**src/hw/rtl/crcsc_pkg.sv**
```systemverilog
// crcsc_pkg: shared types and constants for the crc codeword stream checker
// no dependencies; used by the top level and the remainder unit

package crcsc_pkg;

  // configuration register indexes
  typedef enum logic [1:0] {
    CFG_GEN_BITS      = 2'd0,
    CFG_GEN_LENGTH    = 2'd1,
    CFG_WIDE_DATAWORD = 2'd2
  } cfg_reg_e;

  // header parsing phase
  typedef enum logic [1:0] {
    PH_PAD_COUNT  = 2'd0,
    PH_FIRST_BYTE = 2'd1,
    PH_STREAM     = 2'd2
  } phase_e;

  // register reset values
  localparam logic [15:0] GEN_BITS_RESET   = 16'd11;
  localparam logic [4:0]  GEN_LENGTH_RESET = 5'd4;

  // codeword fill counter saturates here
  localparam logic [4:0] FILL_MAX = 5'd31;

  // padding counts at or above this drop the whole first stream byte
  localparam logic [3:0] PAD_MAX = 4'd8;

  // dataword sizes
  localparam logic [3:0] NARROW_DATA_BITS = 4'd4;
  localparam logic [3:0] WIDE_DATA_BITS   = 4'd8;

  // one result as held in the output buffer
  typedef struct packed {
    logic [7:0]  out_byte;
    logic        out_valid;
    logic [31:0] total_codewords;
    logic [31:0] error_codewords;
  } result_t;

  // dataword bits and check outcome of one codeword
  typedef struct packed {
    logic [7:0] data;
    logic       error;
  } check_t;

endpackage

```
**src/hw/rtl/crcsc_divider.sv**
```systemverilog
// crcsc_divider: modulo-2 remainder check of one left-aligned codeword
// depends on crcsc_pkg for the check result type

module crcsc_divider #(
  parameter int unsigned SHIFT_WIDTH = 23
) (
  input  logic [SHIFT_WIDTH-1:0] codeword_i,   // first codeword bit at msb
  input  logic [SHIFT_WIDTH-1:0] generator_i,  // leading term at msb
  input  logic                   wide_i,
  output crcsc_pkg::check_t      check_o
);

  logic [SHIFT_WIDTH-1:0] rem;

  // one long-division step per dataword bit, four or eight of them
  always_comb begin
    rem = codeword_i;
    for (int i = 0; i < 8; i++) begin
      if ((i < 4 || wide_i) && rem[SHIFT_WIDTH-1-i]) begin
        rem = rem ^ (generator_i >> i);
      end
    end
  end

  // data bits lead the codeword; the check bits sit right below them
  always_comb begin
    if (wide_i) begin
      check_o.data  = codeword_i[SHIFT_WIDTH-1 -: 8];
      check_o.error = |rem[SHIFT_WIDTH-9:0];
    end else begin
      check_o.data  = {4'd0, codeword_i[SHIFT_WIDTH-1 -: 4]};
      check_o.error = |rem[SHIFT_WIDTH-5:0];
    end
  end

endmodule

```
**config.mk**
```make
export PLATFORM = sky130hd
export DESIGN_NAME = crcsc_divider
export DESIGN_NICKNAME = d
export VERILOG_FILES = /design/src/hw/rtl/crcsc_pkg.sv /design/src/hw/rtl/crcsc_divider.sv
export SDC_FILE = /design/constraint.sdc
export NUM_CORES = 1
export LEC_CHECK = 0
export ABC_AREA = 1
export BUFFER_PORTS_ARGS = -buffer_cell sky130_fd_sc_hd__buf_4
export CAP_MARGIN = 20
export CORE_MARGIN = 1.5
export CORE_UTILIZATION = 54
export DETAILED_ROUTE_END_ITERATION = 16
export GPL_ROUTABILITY_DRIVEN = 1
export GPL_TIMING_DRIVEN = 0
export PLACE_DENSITY_LB_ADDON = 0.12
export REMOVE_ABC_BUFFERS = 1
export SLEW_MARGIN = 20
export SYNTH_ARGS = -nofsm -noshare
export SYNTH_HDL_FRONTEND = slang
export SYNTH_SLANG_ARGS = --single-unit
```
**constraint.sdc**
```tcl
create_clock -name vclk -period 2.4
set_input_delay 0.12 -clock vclk [all_inputs]
set_output_delay 0.12 -clock vclk [all_outputs]
set_load 0.05 [all_outputs]
```
==> impl_metrics.csv, run 1 <==
group,metric,value,unit
global_route,overflow,0,
finish,most-common-layout-cells,"nand2_1, buf_4, inv_1",
synth,avgSynthCellArea,5.28,sq um
finish,final_common_cell,"nand2_1",
setup_path,end_kind,"output port",
finish,design_area,0.00454,sq mm
drt,dr.pass1.iters,7,
synth,yosysUniqueCellTypes,27,
global_route,grt_max_degree,46,
global_route,grt_antenna_before_repair,0,
synth,synthTopCellsByArea,"nand2_1, xor2_1, xnor2_1, nand3_1, inv_1",
finish,utilization,83.0,%
drt,final_antenna_net_count,0,
finish,drive_above_1_share,34.9,%
finish,layout.cells.non_filler,743,
floorplanning,die_h,78.1,um
drt,drc_errors,0,
finish,antennaDiodeCount,0,
synth,synth_compound_area_share,2.46,%
floorplanning,io_pins,56,
floorplanning,rows,27,
pwr,ir_worst_vdd,0.290,mV
timing,tightest_slew,586,ps
timing,min_period_over_period,153,%
setup_path,critPathKind,"primary input to output port",
synth,synth_top_area_share,25.7,%
finish,seq_cell_count,0,
synth,ys.warnings.count,0,
setup_path,max_stage_delay,180,ps
timing,whs,639,ps
drt,num_vias,4458,
synth,synthAdderAreaFrac,0,%
finish,fillers,343,
pwr,cellLeakagePower,0.00239,uW
setup_path,critPathRequiredTime,2280,ps
global_route,grt_pass1_vias,3819,
timing,worst_slew_margin_rel,60.9,%
timing,hold_violations,0,
placement,gp_congestion,0.920,
setup_path,cp.arrival,3540,ps
synth,synth_top_cell_by_area,"nand2_1",
timing,fin_ws,-1260,ps
setup_path,critPathSlowestCell,"nor2_1",
synth,synthMuxAreaShare,0,%
floorplanning,core-area,0.00547,sq mm
drt,viasPerCell,6.00,
setup_path,worst-path-max-fanout,6,
floorplanning,initial_core_util,55.7,%
pwr,power_density,605,mW/mm^2
timing,max_freq,0.273,GHz
global_route,grt_pass1_wl,18400,um
finish,final_net_count,720,
floorplanning,die_area,0.00611,sq mm
placement,dp_cells,673,
run_status,violations,"negative setup slack",
timing,period_minus_slack,3660,ps
timing,rsz0062_at_grt,"yes",
timing,setup_viol,1,
synth,syn_area,0.00305,sq mm
setup_path,start_kind,"primary input",
run_status,status,"finished, violations left",
synth,synthSimpleGateAreaFrac,54.4,%
worst_hold_path,hold_class,"primary input to output port",
floorplanning,dieWidth,78.1,um
synth,syn_inst,578,
synth,synth-seq-area-share,0,%
clock_tree,cts_hold_buf,0,
placement,place.port_buffers,55,
setup_path,crit_top_cell,"nand2_4",
synth,synthXorXnorAreaFrac,27.5,%
synth,synth_top_family_by_area,"simple AND/OR/NAND/NOR gates",
drt,drt_iter0_markers,571,
global_route,grt_usage,37.3,%
finish,regArea,0,sq um
timing,maxSlewViolCount,0,
placement,dpl.hpwl,5570,um
run,drv_cap,0,
drt,wl_per_cell,18.3,um
placement,place_area,0.00335,sq mm
finish,areaGrowthSynthToFinish,49.0,%
drt,wl,13600,um
pwr,power,2750,uW
finish,clkbuf_count,0,
final timing paths:
path / startpoint / end / slack [ps] / cells past startpoint
max: codeword_i[22] / check_o[0] / -1260 / 32
min: codeword_i[20] / check_o[6] / 640 / 4
worst max-delay path: cells and delay by family:
family	cells	cell delay [ps]
buf+inv	7	760
simple gates	25	2650
stage by stage:
step / worst slack (ps) / TNS (ps)
after floorplan: -901 / -901
after global placement: -2200 / -2200
after detailed placement: -2290 / -2290
after CTS: -710 / -710
after global routing: -1350 / -1350
final: -1260 / -1260
per-layer routing:
metal | track usage (%) | part of all wire (%) | vias up
li1 | - | - | 1954
met5 | 0 | 0 | -
met3 | 3.84 | 12 | 140
met4 | 17.1 | 9.3 | 0
met1 | 43.8 | 33 | 1959
met2 | 67.7 | 46 | 405
power breakdown:
part / internal, uW / switching (uW) / total, uW
sequential: 0 / 0 / 0
clock: 0 / 0 / 0
combinational: 1080 / 1670 / 2750
what timing repair did:
action / in CTS / in global routing
setup endpoints to repair: 1 / 1
setup buffers: 50 / 14
cloned: 6 / 0
pin swaps: 47 / 61
resized for setup: 75 / 65
cell families (layout without fill, tap and decap cells):
group | after synthesis | after routing
AOI/OAI and AO/OA | 13 | 13
and+or+nand+nor | 365 | 369
buffers and inverters | 105 | 194
xor gates and xnor gates | 95 | 95
synth_stat cells, types with 2 or more instances:
| cell type | instances |
|---|---|
| nand3_1 | 58 |
| nor2_2 | 7 |
| nand2_1 | 209 |
| buf_6 | 8 |
| nand4_1 | 18 |
| o21ai_0 | 7 |
| nor2_4 | 2 |
| buf_2 | 14 |
| nand3_2 | 8 |
| nand2_4 | 5 |
| xnor2_1 | 37 |
| o21bai_1 | 3 |
| clkbuf_1 | 8 |
| inv_1 | 67 |
| nor2_1 | 43 |
| xor2_1 | 57 |
| nand2_2 | 13 |
| inv_2 | 5 |
final cells by class:
class | instances | area, sq um | area share, %
timing repair buffer | 121 | 1080 | 23.8
inverter | 73 | 279 | 6.14
tap | 72 | 90.1 | 1.98
multi-input combinational | 477 | 3090 | 68.1
No activity file was read; power rests on OpenSTA's default activity.
==> run 2: changes to the inputs <==
- CORE_UTILIZATION: 54 -> 60
- SETUP_SLACK_MARGIN: default -> 0.05
- clock period: 2.4 -> 4 ns (I/O delays scaled with it)
==> impl_metrics.csv, run 2 (synthesis results as in run 1) <==
group,metric,value,unit
setup_path,crit_family,"simple AND/OR/NAND/NOR gates",
drt,final_antenna_net_count,0,
pwr,power_density,339,mW/mm^2
timing,max_freq,0.261,GHz
finish,layout.cells.non_filler,704,
setup_path,worstSetupPathDepth,33,
placement,gp_congestion,0.898,
pwr,switching_share,60.2,%
finish,antennaDiodeCount,0,
timing,worst_slew_margin_rel,67.1,%
finish,areaGrowthSynthToFinish,23.0,%
timing,min_period_over_period,95.8,%
pwr,ir_worst_vdd,0.177,mV
pwr,pwr-share-clk,0,%
drt,viasPerCell,5.38,
global_route,grt_usage,31.8,%
run_status,status,"complete, no violations",
setup_path,cp.arrival,3630,ps
clock_tree,cts_hold_buf,0,
timing,period_minus_slack,3830,ps
timing,hold_violations,0,
floorplanning,core-area,0.00482,sq mm
setup_path,crit_top_cell,"nand2_1",
pwr,p_switching,765,uW
floorplanning,die_h,74.3,um
finish,seq_cell_count,0,
finish,most-common-layout-cells,"nand2_1, buf_4, inv_1",
finish,final_common_cell,"nand2_1",
drt,num_vias,3788,
finish,fillers,415,
global_route,grt_pass1_wl,14100,um
floorplanning,dieWidth,74.3,um
floorplanning,io_pins,56,
drt,drc_errors,0,
timing,setup_viol,0,
setup_path,critPathRequiredTime,3800,ps
pwr,cellLeakagePower,0.00208,uW
global_route,grt_max_degree,45,
global_route,grt_pass1_vias,3137,
setup_path,worst-path-max-fanout,12,
timing,maxSlewViolCount,0,
finish,drive_above_1_share,21.7,%
setup_path,critPathKind,"primary input to output port",
drt,drt_iter0_markers,410,
worst_hold_path,hold_class,"primary input to output port",
finish,final_net_count,686,
setup_path,start_kind,"primary input",
placement,dp_cells,668,
setup_path,max_stage_delay,190,ps
pwr,p_int,506,uW
floorplanning,initial_core_util,63.3,%
drt,dr.pass1.iters,5,
floorplanning,die_area,0.00552,sq mm
global_route,overflow,0,
setup_path,cp_num_buf_inv,5,
global_route,grt_antenna_before_repair,0,
worst_hold_path,whs_path_depth,4,
setup_path,end_kind,"output port",
finish,clkbuf_count,0,
floorplanning,rows,25,
placement,dpl.hpwl,5580,um
pwr,p_comb_share,100.0,%
drt,wl,9380,um
run,drv_cap,0,
setup_path,critPathSlowestCell,"buf_4",
timing,tightest_slew,494,ps
drt,wl_per_cell,13.3,um
finish,regArea,0,sq um
timing,whs,756,ps
placement,place.port_buffers,55,
pwr,p_seq_share,0,%
run 2: cell type report:
type / count / area (sq um) / share of cell area [%]
timing repair buffer: 88 / 689 / 18.4
inverter: 73 / 274 / 7.31
multi-input combinational: 476 / 2700 / 72.1
tap: 67 / 83.8 / 2.24
run 2: stage by stage:
stage	total power (uW)	TNS, ps	setup WS, ps	utilization [%]	instance area, sq um
CTS	1150	0	75.3	73.4	3540
floorplan	839	0	539	-	2850
detailed placement	1070	-781	-781	69.4	3340
finish	1270	0	168	77.8	3750
global route	1400	-87.5	-87.5	77.8	3750
global placement	1040	-693	-693	69.4	3340
run 2: path summary, 6_finish.rpt:
kind             from         end  slack, ps
max   generator_i[20]  check_o[0]        170
min    codeword_i[19]  check_o[5]        760
run 2: timing repair:
action,4_1_cts,5_1_grt
setup endpoints to repair,1,1
gates resized for setup,15,7
pin swaps,7,7
endpoints found under the hold margin,0,0
cloned,2,1
buffers inserted,10,23
run 2: power groups by stage:
| stage | clock network [uW] | registers (uW) | logic [uW] |
|---|---|---|---|
| after global routing | 0 | 0 | 1400 |
| after floorplan | 0 | 0 | 839 |
| after global placement | 0 | 0 | 1040 |
| final | 0 | 0 | 1270 |
| after CTS | 0 | 0 | 1150 |
| after detailed placement | 0 | 0 | 1070 |
run 2: per-layer routing:
layer | vias to the layer above | routed length, um | track usage, % | part of all wire, %
met5 | - | 0 | 0 | 0
met4 | 0 | 193 | 8.48 | 2.1
met3 | 21 | 746 | 2.44 | 8.0
met2 | 183 | 4690 | 56.3 | 50
met1 | 1707 | 3750 | 41.6 | 40
li1 | 1877 | - | - | -
